## src/hdl/pfc_pkg.sv

```systemverilog
// Shared types, constants and table geometry helpers for the Playfair digraph cipher.
package pfc_pkg;

    localparam int ROWS     = 7;
    localparam int COLUMNS  = 10;
    localparam int SYMBOLS  = 70;
    localparam int SYM_W    = 7;
    localparam int IDX_W    = $clog2(SYMBOLS);
    localparam int FILL_W   = $clog2(SYMBOLS + 1);
    localparam int ROW_W    = $clog2(ROWS);
    localparam int COL_W    = $clog2(COLUMNS);
    localparam int FILLER_X = (34 < SYMBOLS) ? 34 : 0;

    typedef enum logic [2:0] {
        MODE_KEY_START  = 3'd0,
        MODE_KEY_SYMBOL = 3'd1,
        MODE_KEY_FINISH = 3'd2,
        MODE_ENCODE     = 3'd3,
        MODE_DECODE     = 3'd4
    } pfc_mode_t;

    typedef enum logic [3:0] {
        ST_IDLE,
        ST_WALK,
        ST_PUSH,
        ST_RDA,
        ST_RDB,
        ST_CELLA,
        ST_CELLB,
        ST_EMITA,
        ST_EMITB,
        ST_TAIL,
        ST_FLUSH
    } pfc_state_t;

    typedef struct packed {
        logic [2:0]       mode;
        logic [SYM_W-1:0] symbol;
        logic             last;
    } pfc_cmd_t;

    typedef struct packed {
        logic [SYM_W-1:0] out_symbol;
        logic             is_empty;
        logic             end_of_text;
    } pfc_res_t;

    function automatic logic [ROW_W-1:0] row_of(input logic [IDX_W-1:0] p);
        logic [ROW_W-1:0] r;
        r = '0;
        for (int k = 1; k < ROWS; k++) begin
            if (p >= IDX_W'(k * COLUMNS)) begin
                r = ROW_W'(k);
            end
        end
        return r;
    endfunction

    function automatic logic [COL_W-1:0] col_of(input logic [IDX_W-1:0] p);
        logic [IDX_W-1:0] base;
        base = IDX_W'(row_of(p) * COLUMNS);
        return COL_W'(p - base);
    endfunction

    function automatic logic [COL_W-1:0] step_col(input logic [COL_W-1:0] c,
                                                  input logic dec);
        logic [COL_W-1:0] r;
        if (dec) begin
            r = (c == '0) ? COL_W'(COLUMNS - 1) : COL_W'(c - 1'b1);
        end else begin
            r = (c == COL_W'(COLUMNS - 1)) ? '0 : COL_W'(c + 1'b1);
        end
        return r;
    endfunction

    function automatic logic [ROW_W-1:0] step_row(input logic [ROW_W-1:0] r,
                                                  input logic dec);
        logic [ROW_W-1:0] q;
        if (dec) begin
            q = (r == '0) ? ROW_W'(ROWS - 1) : ROW_W'(r - 1'b1);
        end else begin
            q = (r == ROW_W'(ROWS - 1)) ? '0 : ROW_W'(r + 1'b1);
        end
        return q;
    endfunction

    function automatic logic [IDX_W-1:0] cell_idx(input logic [ROW_W-1:0] r,
                                                  input logic [COL_W-1:0] c);
        logic [IDX_W:0] s;
        s = (IDX_W + 1)'(r * COLUMNS) + (IDX_W + 1)'(c);
        if (s >= (IDX_W + 1)'(SYMBOLS)) begin
            s = s - (IDX_W + 1)'(SYMBOLS);
        end
        return s[IDX_W-1:0];
    endfunction

endpackage

```

## src/hdl/pfc_ram.sv

```systemverilog
// Generic single-write, single-read synchronous RAM with registered read data.
module pfc_ram #(
    parameter int WIDTH = 8,
    parameter int DEPTH = 16,
    localparam int AW = $clog2(DEPTH)
) (
    input  logic             clk,
    input  logic             we,
    input  logic [AW-1:0]    waddr,
    input  logic [WIDTH-1:0] wdata,
    input  logic [AW-1:0]    raddr,
    output logic [WIDTH-1:0] rdata
);

    logic [WIDTH-1:0] mem [DEPTH];
    logic [WIDTH-1:0] rdata_reg;

    always_ff @(posedge clk)
    begin
        if (we)
        begin
            mem[waddr] <= wdata;
        end
        rdata_reg <= mem[raddr];
    end

    assign rdata = rdata_reg;

endmodule

```

## src/hdl/playfair_digraph_cipher_core.sv

```systemverilog
// Playfair digraph cipher core: key table and place memories with a pair sequencer.
// Key start and key symbol words complete in the idle state; key finish walks the alphabet in ST_WALK.
// Encode and decode words run through the push, tail and flush states: each completed pair
// adds two place reads and two table reads on one read port per memory, and two emits.
// Results leave through a one-word output register after a one-word pending stage.
// Reset (rst_n, asynchronous) gives the identity key and drop_filler_x set; no clearing pass.
module playfair_digraph_cipher_core (
    input  logic             clk,
    input  logic             rst_n,
    input  logic             cmd_valid,
    output logic             cmd_stall,
    input  pfc_pkg::pfc_cmd_t cmd,
    output logic             res_valid,
    input  logic             res_stall,
    output pfc_pkg::pfc_res_t res,
    input  logic             cfg_we,
    input  logic             cfg_data
);

    localparam int IW = pfc_pkg::IDX_W;
    localparam int SW = pfc_pkg::SYM_W;

    pfc_pkg::pfc_state_t state_reg, state_next;
    pfc_pkg::pfc_cmd_t   cmd_reg, cmd_next;
    pfc_pkg::pfc_res_t   res_reg, res_next;
    logic                res_valid_reg, res_valid_next;
    logic [SW-1:0]       pend_reg, pend_next;
    logic                pend_valid_reg, pend_valid_next;

    logic [pfc_pkg::SYMBOLS-1:0] used_reg, used_next;
    logic [pfc_pkg::SYMBOLS-1:0] kt_ok_reg, kt_ok_next;
    logic [pfc_pkg::SYMBOLS-1:0] sp_ok_reg, sp_ok_next;
    logic [pfc_pkg::FILL_W-1:0]  fill_reg, fill_next;
    logic [IW-1:0]               walk_reg, walk_next;

    logic [SW-1:0] held_reg, held_next;
    logic          held_valid_reg, held_valid_next;
    logic [SW-1:0] prev_reg, prev_next;
    logic [SW-1:0] win0_reg, win0_next;
    logic [SW-1:0] win1_reg, win1_next;
    logic [1:0]    wcnt_reg, wcnt_next;
    logic          drop_reg, drop_next;
    logic          fx_first_reg, fx_first_next;
    logic [1:0]    pidx_reg, pidx_next;
    logic [SW-1:0] b_reg, b_next;
    logic [IW-1:0] pa_reg, pa_next;
    logic [IW-1:0] ia_reg, ia_next;
    logic [IW-1:0] ib_reg, ib_next;
    logic [SW-1:0] oa_reg, oa_next;
    logic [SW-1:0] ob_reg, ob_next;

    logic          cmd_accept;
    logic          out_free;
    logic          can_emit;
    logic          emit_go;
    logic [SW-1:0] emit_val;
    logic          place_en;
    logic [SW-1:0] place_sym;
    logic          kt_we;
    logic          sp_we;
    logic [IW-1:0] kt_waddr;
    logic [IW-1:0] sp_waddr;
    logic [IW-1:0] kt_raddr;
    logic [IW-1:0] sp_raddr;
    logic [SW-1:0] kt_rdata;
    logic [IW-1:0] sp_rdata;

    logic          is_dec;
    logic          p_act;
    logic [SW-1:0] p_sym;
    logic          held_placed;
    logic          p_placed;
    logic [IW-1:0] pb;
    logic [pfc_pkg::ROW_W-1:0] ra, rb;
    logic [pfc_pkg::COL_W-1:0] ca, cb;
    logic [SW-1:0] d_sym;
    logic          win_emit;

    assign cmd_stall  = (state_reg != pfc_pkg::ST_IDLE);
    assign cmd_accept = cmd_valid && !cmd_stall;
    assign res_valid  = res_valid_reg;
    assign res        = res_reg;
    assign is_dec     = (cmd_reg.mode == pfc_pkg::MODE_DECODE);

    pfc_ram #(.WIDTH(SW), .DEPTH(pfc_pkg::SYMBOLS)) u_key_table (
        .clk   (clk),
        .we    (kt_we),
        .waddr (kt_waddr),
        .wdata (place_sym),
        .raddr (kt_raddr),
        .rdata (kt_rdata)
    );

    pfc_ram #(.WIDTH(IW), .DEPTH(pfc_pkg::SYMBOLS)) u_symbol_place (
        .clk   (clk),
        .we    (sp_we),
        .waddr (sp_waddr),
        .wdata (fill_reg[IW-1:0]),
        .raddr (sp_raddr),
        .rdata (sp_rdata)
    );

    always_comb
    begin
        state_next      = state_reg;
        cmd_next        = cmd_reg;
        res_next        = res_reg;
        res_valid_next  = res_valid_reg;
        pend_next       = pend_reg;
        pend_valid_next = pend_valid_reg;
        used_next       = used_reg;
        kt_ok_next      = kt_ok_reg;
        sp_ok_next      = sp_ok_reg;
        fill_next       = fill_reg;
        walk_next       = walk_reg;
        held_next       = held_reg;
        held_valid_next = held_valid_reg;
        prev_next       = prev_reg;
        win0_next       = win0_reg;
        win1_next       = win1_reg;
        wcnt_next       = wcnt_reg;
        drop_next       = cfg_we ? cfg_data : drop_reg;
        fx_first_next   = fx_first_reg;
        pidx_next       = pidx_reg;
        b_next          = b_reg;
        pa_next         = pa_reg;
        ia_next         = ia_reg;
        ib_next         = ib_reg;
        oa_next         = oa_reg;
        ob_next         = ob_reg;

        out_free  = !res_valid_reg || !res_stall;
        can_emit  = !pend_valid_reg || out_free;
        emit_go   = 1'b0;
        emit_val  = '0;
        place_en  = 1'b0;
        place_sym = cmd.symbol;
        kt_we     = 1'b0;
        sp_we     = 1'b0;
        kt_waddr  = fill_reg[IW-1:0];
        sp_waddr  = '0;
        kt_raddr  = '0;
        sp_raddr  = '0;
        p_act     = 1'b0;
        p_sym     = cmd_reg.symbol;
        held_placed = 1'b0;
        p_placed  = 1'b0;
        pb        = '0;
        ra        = '0;
        rb        = '0;
        ca        = '0;
        cb        = '0;
        d_sym     = oa_reg;
        win_emit  = 1'b0;

        if (res_valid_reg && !res_stall)
        begin
            res_valid_next = 1'b0;
        end

        unique case (state_reg)
            pfc_pkg::ST_IDLE:
            begin
                if (cmd_accept)
                begin
                    cmd_next  = cmd;
                    pidx_next = '0;
                    unique case (cmd.mode)
                        pfc_pkg::MODE_KEY_START:
                        begin
                            used_next       = '0;
                            fill_next       = '0;
                            held_next       = '0;
                            held_valid_next = 1'b0;
                            prev_next       = SW'(pfc_pkg::SYMBOLS);
                            win0_next       = '0;
                            win1_next       = '0;
                            wcnt_next       = '0;
                        end
                        pfc_pkg::MODE_KEY_SYMBOL:
                        begin
                            place_en = 1'b1;
                        end
                        pfc_pkg::MODE_KEY_FINISH:
                        begin
                            walk_next  = '0;
                            state_next = pfc_pkg::ST_WALK;
                        end
                        pfc_pkg::MODE_ENCODE:
                        begin
                            fx_first_next = (prev_reg < SW'(pfc_pkg::SYMBOLS))
                                            && (prev_reg == cmd.symbol);
                            prev_next     = cmd.symbol;
                            wcnt_next     = '0;
                            state_next    = pfc_pkg::ST_PUSH;
                        end
                        pfc_pkg::MODE_DECODE:
                        begin
                            state_next = pfc_pkg::ST_PUSH;
                        end
                        default:
                        begin
                        end
                    endcase
                end
            end
            pfc_pkg::ST_WALK:
            begin
                place_en  = 1'b1;
                place_sym = SW'(walk_reg);
                walk_next = IW'(walk_reg + 1'b1);
                if (walk_reg == IW'(pfc_pkg::SYMBOLS - 1))
                begin
                    state_next = pfc_pkg::ST_IDLE;
                end
            end
            pfc_pkg::ST_PUSH:
            begin
                unique case (pidx_reg)
                    2'd0:
                    begin
                        p_act = !is_dec && fx_first_reg;
                        p_sym = SW'(pfc_pkg::FILLER_X);
                    end
                    2'd1:
                    begin
                        p_act = is_dec || (cmd_reg.symbol < SW'(pfc_pkg::SYMBOLS));
                        p_sym = cmd_reg.symbol;
                    end
                    2'd2:
                    begin
                        p_act = !is_dec && cmd_reg.last && held_valid_reg;
                        p_sym = SW'(pfc_pkg::FILLER_X);
                    end
                    default:
                    begin
                        p_act = 1'b0;
                        p_sym = cmd_reg.symbol;
                    end
                endcase
                held_placed = (held_reg < SW'(pfc_pkg::SYMBOLS))
                              && used_reg[held_reg[IW-1:0]];
                p_placed    = (p_sym < SW'(pfc_pkg::SYMBOLS))
                              && used_reg[p_sym[IW-1:0]];
                if (pidx_reg == 2'd3)
                begin
                    state_next = pfc_pkg::ST_TAIL;
                end
                else if (!p_act)
                begin
                    pidx_next = pidx_reg + 2'd1;
                end
                else if (!held_valid_reg)
                begin
                    held_next       = p_sym;
                    held_valid_next = 1'b1;
                    pidx_next       = pidx_reg + 2'd1;
                end
                else
                begin
                    held_valid_next = 1'b0;
                    if (held_placed && p_placed)
                    begin
                        b_next     = p_sym;
                        sp_raddr   = held_reg[IW-1:0];
                        state_next = pfc_pkg::ST_RDA;
                    end
                    else
                    begin
                        pidx_next = pidx_reg + 2'd1;
                    end
                end
            end
            pfc_pkg::ST_RDA:
            begin
                pa_next    = sp_ok_reg[held_reg[IW-1:0]] ? sp_rdata : held_reg[IW-1:0];
                sp_raddr   = b_reg[IW-1:0];
                state_next = pfc_pkg::ST_RDB;
            end
            pfc_pkg::ST_RDB:
            begin
                pb = sp_ok_reg[b_reg[IW-1:0]] ? sp_rdata : b_reg[IW-1:0];
                ra = pfc_pkg::row_of(pa_reg);
                ca = pfc_pkg::col_of(pa_reg);
                rb = pfc_pkg::row_of(pb);
                cb = pfc_pkg::col_of(pb);
                if (ra == rb)
                begin
                    ia_next = pfc_pkg::cell_idx(ra, pfc_pkg::step_col(ca, is_dec));
                    ib_next = pfc_pkg::cell_idx(rb, pfc_pkg::step_col(cb, is_dec));
                end
                else if (ca == cb)
                begin
                    ia_next = pfc_pkg::cell_idx(pfc_pkg::step_row(ra, is_dec), ca);
                    ib_next = pfc_pkg::cell_idx(pfc_pkg::step_row(rb, is_dec), cb);
                end
                else
                begin
                    ia_next = pfc_pkg::cell_idx(ra, cb);
                    ib_next = pfc_pkg::cell_idx(rb, ca);
                end
                kt_raddr   = ia_next;
                state_next = pfc_pkg::ST_CELLA;
            end
            pfc_pkg::ST_CELLA:
            begin
                oa_next    = kt_ok_reg[ia_reg] ? kt_rdata : SW'(ia_reg);
                kt_raddr   = ib_reg;
                state_next = pfc_pkg::ST_CELLB;
            end
            pfc_pkg::ST_CELLB:
            begin
                ob_next    = kt_ok_reg[ib_reg] ? kt_rdata : SW'(ib_reg);
                state_next = pfc_pkg::ST_EMITA;
            end
            pfc_pkg::ST_EMITA, pfc_pkg::ST_EMITB:
            begin
                d_sym = (state_reg == pfc_pkg::ST_EMITA) ? oa_reg : ob_reg;
                if (is_dec)
                begin
                    win_emit = (wcnt_reg == 2'd1)
                               || ((wcnt_reg == 2'd2)
                                   && !(drop_reg
                                        && (win1_reg == SW'(pfc_pkg::FILLER_X))
                                        && (win0_reg == d_sym)));
                    emit_val = win1_reg;
                end
                else
                begin
                    win_emit = 1'b1;
                    emit_val = d_sym;
                end
                if (!win_emit || can_emit)
                begin
                    emit_go = win_emit;
                    if (is_dec)
                    begin
                        win1_next = d_sym;
                        if (wcnt_reg == 2'd0)
                        begin
                            wcnt_next = 2'd1;
                        end
                        else
                        begin
                            win0_next = win1_reg;
                            wcnt_next = 2'd2;
                        end
                    end
                    if (state_reg == pfc_pkg::ST_EMITA)
                    begin
                        state_next = pfc_pkg::ST_EMITB;
                    end
                    else
                    begin
                        pidx_next  = pidx_reg + 2'd1;
                        state_next = pfc_pkg::ST_PUSH;
                    end
                end
            end
            pfc_pkg::ST_TAIL:
            begin
                if (is_dec && cmd_reg.last)
                begin
                    held_valid_next = 1'b0;
                    emit_val        = win1_reg;
                    if (wcnt_reg == 2'd0)
                    begin
                        state_next = pfc_pkg::ST_FLUSH;
                    end
                    else if (can_emit)
                    begin
                        emit_go    = 1'b1;
                        state_next = pfc_pkg::ST_FLUSH;
                    end
                end
                else
                begin
                    state_next = pfc_pkg::ST_FLUSH;
                end
            end
            pfc_pkg::ST_FLUSH:
            begin
                if (cmd_reg.last)
                begin
                    if (out_free)
                    begin
                        res_next.out_symbol  = pend_valid_reg ? pend_reg : '0;
                        res_next.is_empty    = !pend_valid_reg;
                        res_next.end_of_text = 1'b1;
                        res_valid_next       = 1'b1;
                        pend_valid_next      = 1'b0;
                        held_next            = '0;
                        held_valid_next      = 1'b0;
                        prev_next            = SW'(pfc_pkg::SYMBOLS);
                        win0_next            = '0;
                        win1_next            = '0;
                        wcnt_next            = '0;
                        state_next           = pfc_pkg::ST_IDLE;
                    end
                end
                else if (!pend_valid_reg)
                begin
                    state_next = pfc_pkg::ST_IDLE;
                end
                else if (out_free)
                begin
                    res_next.out_symbol  = pend_reg;
                    res_next.is_empty    = 1'b0;
                    res_next.end_of_text = 1'b0;
                    res_valid_next       = 1'b1;
                    pend_valid_next      = 1'b0;
                    state_next           = pfc_pkg::ST_IDLE;
                end
            end
            default:
            begin
                state_next = pfc_pkg::ST_IDLE;
            end
        endcase

        if (emit_go)
        begin
            if (pend_valid_reg)
            begin
                res_next.out_symbol  = pend_reg;
                res_next.is_empty    = 1'b0;
                res_next.end_of_text = 1'b0;
                res_valid_next       = 1'b1;
            end
            pend_next       = emit_val;
            pend_valid_next = 1'b1;
        end

        if (place_en && (place_sym < SW'(pfc_pkg::SYMBOLS))
            && (fill_reg < pfc_pkg::FILL_W'(pfc_pkg::SYMBOLS)))
        begin
            if (!used_reg[place_sym[IW-1:0]])
            begin
                kt_we                         = 1'b1;
                sp_we                         = 1'b1;
                sp_waddr                      = place_sym[IW-1:0];
                used_next[place_sym[IW-1:0]]  = 1'b1;
                sp_ok_next[place_sym[IW-1:0]] = 1'b1;
                kt_ok_next[fill_reg[IW-1:0]]  = 1'b1;
                fill_next                     = pfc_pkg::FILL_W'(fill_reg + 1'b1);
            end
        end
    end

    always_ff @(posedge clk or negedge rst_n)
    begin
        if (!rst_n)
        begin
            state_reg      <= pfc_pkg::ST_IDLE;
            res_valid_reg  <= 1'b0;
            pend_valid_reg <= 1'b0;
            used_reg       <= '1;
            kt_ok_reg      <= '0;
            sp_ok_reg      <= '0;
            fill_reg       <= pfc_pkg::FILL_W'(pfc_pkg::SYMBOLS);
            walk_reg       <= '0;
            held_reg       <= '0;
            held_valid_reg <= 1'b0;
            prev_reg       <= SW'(pfc_pkg::SYMBOLS);
            win0_reg       <= '0;
            win1_reg       <= '0;
            wcnt_reg       <= '0;
            drop_reg       <= 1'b1;
            fx_first_reg   <= 1'b0;
            pidx_reg       <= '0;
        end
        else
        begin
            state_reg      <= state_next;
            res_valid_reg  <= res_valid_next;
            pend_valid_reg <= pend_valid_next;
            used_reg       <= used_next;
            kt_ok_reg      <= kt_ok_next;
            sp_ok_reg      <= sp_ok_next;
            fill_reg       <= fill_next;
            walk_reg       <= walk_next;
            held_reg       <= held_next;
            held_valid_reg <= held_valid_next;
            prev_reg       <= prev_next;
            win0_reg       <= win0_next;
            win1_reg       <= win1_next;
            wcnt_reg       <= wcnt_next;
            drop_reg       <= drop_next;
            fx_first_reg   <= fx_first_next;
            pidx_reg       <= pidx_next;
        end
    end

    always_ff @(posedge clk)
    begin
        cmd_reg  <= cmd_next;
        res_reg  <= res_next;
        pend_reg <= pend_next;
        b_reg    <= b_next;
        pa_reg   <= pa_next;
        ia_reg   <= ia_next;
        ib_reg   <= ib_next;
        oa_reg   <= oa_next;
        ob_reg   <= ob_next;
    end

endmodule

```

## config.mk

```make
export PLATFORM = sky130hd
export DESIGN_NAME = playfair_digraph_cipher_core
export DESIGN_NICKNAME = d
export VERILOG_FILES = /design/src/hdl/pfc_pkg.sv /design/src/hdl/pfc_ram.sv /design/src/hdl/playfair_digraph_cipher_core.sv
export SDC_FILE = /design/constraint.sdc
export NUM_CORES = 2
export LEC_CHECK = 0
export BUFFER_PORTS_ARGS = -buffer_cell sky130_fd_sc_hd__buf_2
export CAP_MARGIN = 20
export CORE_ASPECT_RATIO = 0.9
export CORE_MARGIN = 4
export CORE_UTILIZATION = 25
export DETAILED_ROUTE_END_ITERATION = 7
export PLACE_DENSITY = 0.36
export SLEW_MARGIN = 20
export SYNTH_ARGS = -nofsm -noshare
export SYNTH_HDL_FRONTEND = slang
export SYNTH_SLANG_ARGS = --single-unit
```

## constraint.sdc

```tcl
create_clock -name clk -period 8.01 [get_ports clk]
set_input_delay 0.801 -clock clk [delete_from_list [all_inputs] [get_ports clk]]
set_output_delay 0.801 -clock clk [all_outputs]
set_load 0.03 [all_outputs]
```

* Word-level counts from Yosys, hierarchy flattened
Memory sizes are Yosys's and may differ from the RTL's. A register that Yosys moved wholly into a read port is not among the register bits.
Cells that the tools add are included.
** Word-level totals
- Register bits :: 334
- Latch bits :: 0
- Memory bits (writable) :: 980
- Memory bits (read-only) :: 0
- Logic and storage cells :: 408
- Memories kept :: 2
** Memory list
- u_key_table.mem :: words 70, width 7, read ports 1, clocked after memory_dff 1, write ports 1, line pfc_ram.sv:15 : logic [WIDTH-1:0] mem [DEPTH];
- u_symbol_place.mem :: words 70, width 7, read ports 1, clocked after memory_dff 1, write ports 1, line pfc_ram.sv:15
** Cells by class
- Add/subtract/negate cells :: 25
- Multipliers :: 4
- Divide/modulo/power cells :: 0
- Order comparisons :: 33
- Equality and inequality tests :: 53
- Shift operators :: 0
- Multiplexer cells :: 193
- Bitwise operators :: 5
- Reduce and logical (&&, ||, !) cells :: 63
** Operator list (number)
- 70-bit two-way mux :: 5
- 7-bit two-way mux :: 49
- 70-bit bitwise OR :: 3
- 4-bit two-way mux :: 24
- 7-bit one-hot mux with 2 select lines :: 6
- 3-bit two-way mux :: 23
- 9-bit two-way mux :: 7
- 7-bit one-hot mux with 3 select lines :: 3
- 7-bit by 8-bit less-than comparator with 1-bit output (second input constant) :: 7
- 1-bit binary-select mux with 7-bit select :: 7
- 7-bit by 4-bit adder with 8-bit output :: 6
- 8-bit by 7-bit >= comparator with 1-bit output (second input constant) :: 6
- 1-bit two-way mux :: 44
- 7-bit by 6-bit >= comparator with 1-bit output (second input constant) :: 6
- 7-bit less-than comparator (second input constant) :: 6
- 7-bit subtractor (second input constant) :: 6
- 4-bit one-hot mux with 10 select lines :: 1
- 8-bit AND reduction :: 4
- 2-bit two-way mux :: 15
- 7-bit by 5-bit >= comparator with 1-bit output (second input constant) :: 4
- 2-bit != test (second input constant) :: 13
- 3-bit by 3-bit multiplier with 6-bit output (second input constant) :: 4
- 4-bit == test (second input constant) :: 5
- 1-bit logical AND :: 17
- 48 further kinds :: 105

* Longest topological paths before layout
- Word-level depth :: 24
- Depth in mapped cells :: 36
- Depth with buffers taken out :: 32

* By module
From an unflattened synthesis, not the netlist that was laid out.
** Unflattened totals
- Cell total of the unflattened synthesis :: 4168
- Area, all modules :: 60784.5 µm²
** Modules (own cells, without submodules)
- playfair_digraph_cipher_core :: instances 1, cells each 2139, area an instance 21528.1 µm², seq. area each 8709.6 µm²
- pfc_ram (u_key_table) :: instances 1, cells each 1016, area an instance 19638.8 µm², seq. area each 14854.2 µm²
- pfc_ram (u_symbol_place) :: instances 1, cells each 1013, area an instance 19617.6 µm², seq. area each 14854.2 µm²

* Worst setup path after synthesis
OpenSTA, ideal clock, no wires.
- Kind :: register -> register
- From :: register b_reg[0]
- To :: register u_key_table.rdata_reg[6] (netlist: u_key_table.rdata[6]), read port of u_key_table.mem
- Setup time :: 72 ps
- Arrival :: 7096 ps
- Path slack :: 842 ps
- Cell stages (with the launch flop) :: 31
- Clock period less this slack :: 7168 ps
- Path through :: edfxtp_1 > buf_6 > buf_8 > mux4_2 > mux2i_1 > o22ai_1 > nor4_2 > o41ai_2 > and2_1 > buf_2 > mux2i_1 > mux2_2 > nor2_1 > ha_1 > xnor2_1 > xnor2_1 > ha_1 > xnor2_1 > a21boi_0 > nand3_1 > a21o_1 > a21oi_1 > xnor2_1 > mux2_2 > a211oi_4 > clkbuf_1 > nand2_1 > a221o_1 > a31oi_1 > o311ai_1 > a2bb2oi_1
** On the way
- Longest elaborated chain between the ends :: 19
- Elaborated cells on any way between the ends :: 27
** Ends and longest elaborated chain
- from (decl) :: line playfair_digraph_cipher_core.sv:45 : logic [SW-1:0] b_reg, b_next;
- from (signal assigned) :: line playfair_digraph_cipher_core.sv:499 : b_reg <= b_next;
- 1-bit binary-select mux with 7-bit select :: line playfair_digraph_cipher_core.sv:282 : pb = sp_ok_reg[b_reg[IW-1:0]] ? sp_rdata : b_reg[IW-1:0];
- 1-bit two-way mux (implied by the code) :: line playfair_digraph_cipher_core.sv:282
- 7-bit two-way mux (*) :: line playfair_digraph_cipher_core.sv:282
- 7-bit by 4-bit >= comparator with 1-bit output :: line pfc_pkg.sv:52 : if (p >= IDX_W'(k * COLUMNS)) begin
- 1-bit two-way mux :: line pfc_pkg.sv:52
- 3-bit two-way mux (5 in a row) :: line pfc_pkg.sv:52
- 3-bit two-way mux :: line playfair_digraph_cipher_core.sv:161 : unique case (state_reg)
- 3-bit by 3-bit multiplier with 6-bit output
- 4-bit subtractor :: line pfc_pkg.sv:62 : return COL_W'(p - base);
- 7-bit by 4-bit adder with 8-bit output :: line pfc_pkg.sv:90 : s = (IDX_W + 1)'(r * COLUMNS) + (IDX_W + 1)'(c);
- 7-bit subtractor or 8-bit by 7-bit >= comparator with 1-bit output (tied branches) :: line pfc_pkg.sv:92, pfc_pkg.sv:91
- 7-bit two-way mux :: line pfc_pkg.sv:91 : if (s >= (IDX_W + 1)'(SYMBOLS)) begin
- 7-bit two-way mux :: line playfair_digraph_cipher_core.sv:292 : else if (ca == cb)
- 7-bit two-way mux (*) :: line playfair_digraph_cipher_core.sv:287 : if (ra == rb)
- 7-bit one-hot mux with 2 select lines (*) :: line playfair_digraph_cipher_core.sv:161
- to (decl) :: line pfc_ram.sv:16 : logic [WIDTH-1:0] rdata_reg;
Mark *: on every way between the ends. The rest lies on a longest branch, timed or not. The select of a mux whose other input is x is not followed.
A chain may end at the register's enable or synchronous reset.

* Worst setup path after layout
- From :: register b_reg[0]
- To :: register u_key_table.rdata_reg[5] (netlist: u_key_table.rdata[5]), read port of u_key_table.mem
The elaborated chain is that of the path after synthesis.

==> results.md <==
- Final count of hold timing violations: 0
- Main flop type after synthesis: edfxtp_1
- Largest net degree at the start of global routing: 116
- Post-layout util: 29.7%
- Nets: 5,165
- Slowest-stage cell, CP: mux4_2
- Total Routing Usage GR: 17.6%
- Synthesized area: 61,100 µm²
- Biggest regs: u_key_table.mem (490), u_symbol_place.mem (490)
- Clk_skew: 0.0540 ns
- Pleak: 0.0251 µW
- Gr ovfl total: 0
- Yosys Warn Count: 0
- Clock transition at path regs: 0.06 ns
- Setup Total Neg Slack: 0 ns
- GPL Wtd Cong: 0.797
- Initial core utilization: 25.2%
- Iter 0 DRT Violations: 3,953
- Tmin final: 7.67 ns
- FFs w/ async S/R, synth: 20.0%
- DRT Pass-1 Iters: 6
- Die W: 529 µm
- Hold Path Class: input pin to flip-flop
- Max rail drop VDD: 0.238 mV
- Crit-path most repeated cell: mux2i_1
- Final setup viols: 0
- Post-route cell area: 72,000 µm²
- Post-Syn Instances: 4,911
- Worst Path Required: 8.70 ns
- Area growth, synth to finish: 17.8%
- Vias per cell: 5.03
- Worst path buffer plus inverter count: 7
- Port bufs: 27
- Sink Count: 1,328
- Family with the most delay on the worst path: compound AO/OA/AOI/OAI gates
- Vias: 42,300
- Core Region: 242,000 µm²
- Sequential fraction of the synthesis area: 62.8%
- CTS tree: done
- Synth unique cells: 105
- Post-Place Cell Area: 66,400 µm²
- Crit. End Element: flip-flop
- Worst Tran Pin Value: 1.13 ns
- ANT nets after route: 0
- CP startpoint kind: flip-flop
- Vias in the first global route: 41,900
- Ports: 28
- MaxCap Viol Count: 0
- Routed WL: 228,000 µm
- Most frequent cells in the layout: edfxtp_1, nand2_1, nor2_1, buf_4, o21ai_0
- Mean Syn Cell Area: 12.4 µm²
- Die Y: 477 µm
- Cell Rows: 171
- H-Tree Depth: 4
- DP HPWL: 151,000 µm
- Arrival time worst endpoint: 8.36 ns
- Slowest stage delay, CP: 0.52 ns
- Max-slew violation count: 0
- Commonest non-fill, non-tap cell in the layout: edfxtp_1
- Final period util: 95.8%
- Pwr/cell area: 347 nW/µm²
- Post-route DRC violation count: 0
- Setup CP Type: flip-flop to flip-flop
- EDFF count, synth: 1,040
- Clock root buffer: clkbuf_16
- Crit-path max FO: 30
- Die area: 253,000 µm²
- Slew margin rel.: 24.4%
- Post-Syn Nets: 4,995
- Initial antenna violation count: 9
- Peak Freq: 130 MHz
- Inserted Clock Buffers: 159
- Power Total: 25,000 µW
- Yosys reg bits: 1,328
- Layout cells sized above 1: 18.1%
- WL per Instance: 27.1 µm
- Status: finished clean
- First-pass GRT wire length: 324,000 µm
- CTS max path bufs: 3
- Clk Latency, worst-skew pair: 0.84 ns
## Yosys cell counts, drive strengths merged, types with 18 or more instances
cell type  number  area [µm²]
mux2i         200        2000
nand4          21         131
and3           59         369
and2           18         113
o21ai         238        1190
or2            82         513
xor2           18         158
nand3         196         986
xnor2          44         385
nor3          129         662
o31ai          36         280
dfstp          77        2020
nand2         692        2600
inv            76         285
mux2           55         619
dfrtp         188        4700
o211ai         80         614
or3            63         394
a22o           21         184
a22oi          21         158
nor4           29         194
a21o           32         240
mux4          102        2310
a211oi         39         310
a21oi         163         816
nor2          312        1170
o311ai         18         158
a311oi         27         236
clkbuf        208         782
o21bai         66         495
ha             60         751
edfxtp       1040       31200
buf           105         644
o221ai         21         184
nor2b          26         163
a31oi          59         369
dfxtp          23         460
o22ai          72         450
## metal layers
layer	GRT usage (%)	wire length (µm)	part of all wire [%]
met5	0	0	0
met4	3.57	3840	1.7
met1	27.2	115000	50
met2	26.0	98500	43
met3	2.47	10700	4.7
## worst paths after layout
| path | start | end | slack [ns] | cells past startpoint |
|---|---|---|---|---|
| worst min-delay path | cmd[0] | cmd_reg[0]$_DFFE_PP_ | 0.16 | 1 |
| max in group asynchronous | rst_n | fill_reg[4]$_DFF_PN0_ | 6.06 | 3 |
| worst min register to register | res[6]$_DFF_P_ | res[6]$_DFF_P_ | 0.46 | 2 |
| worst max register to register | b_reg[0]$_DFFE_PP_ | u_key_table.rdata[5]$_DFF_P_ | 0.34 | 34 |
| worst max-delay path | b_reg[0]$_DFFE_PP_ | u_key_table.rdata[5]$_DFF_P_ | 0.34 | 34 |
| min in group asynchronous | rst_n | prev_reg[5]$_DFFE_PN0P_ | 0.52 | 2 |
## layout make-up
cell class                      instances  area (µm²)
Fill cell                           24600      170000
Sequential cell                      1328       38400
Multi-Input combinational cell       3191       21300
Clock buffer                          224        4380
Tap cell                             3200        4000
Timing Repair Buffer                  322        2670
Clock inverter                         68         931
Inverter                               79         304
Antenna cell                            7        17.5
## stage by stage
step                      hold WS, ns  setup WS, ns  instances
after floorplan                 0.443         0.842       4911
final                           0.158         0.336       8419
after detailed placement        0.456        -0.193       8111
after CTS                      0.0731        0.0256       8404
after global placement          0.451        -0.219       8111
after global routing            0.109     -0.000879       8413
## where the power goes
group | total [µW] | internal [µW] | leakage, µW | switching, µW
clock | 7390 | 4280 | 0.00256 | 3110
sequential | 8630 | 8190 | 0.0124 | 436
combinational | 8970 | 2980 | 0.0101 | 6000
## worst reg2reg max path, delay by kind of cell (launching register included)
kind                     cells  cell delay (ns)
AO/OA/AOI/OAI               11             2.23
XOR/XNOR                     3             0.59
adder cells (fa/ha/maj)      3             0.68
buffers and inverters        7             1.29
flip-flops                   1             0.38
multiplexers                 7             1.85
AND/OR/NAND/NOR              3             0.52
## timing repair
action / CTS / global route
endpoints found under the hold margin: 60 / 0
endpoints found under the setup margin: 1 / 9
buffers inserted: 0 / 5
pin swaps: 0 / 3
hold buffers: 1 / 0
gates cloned: 0 / 1
gates resized for setup: 2 / 32
## kinds of logic after synthesis
| group | count (synthesis) | synth area share [%] |
|---|---|---|
| multiplexers | 357 | 8.06 |
| buffers and inverters | 392 | 2.82 |
| AO/OA/AOI/OAI | 1027 | 11.3 |
| flip-flops | 1328 | 62.8 |
| XOR/XNOR | 63 | 0.925 |
| adder cells (fa/ha/maj) | 69 | 1.49 |
| AND/OR/NAND/NOR | 1675 | 12.5 |
Power figures use the tool's default switching activity.
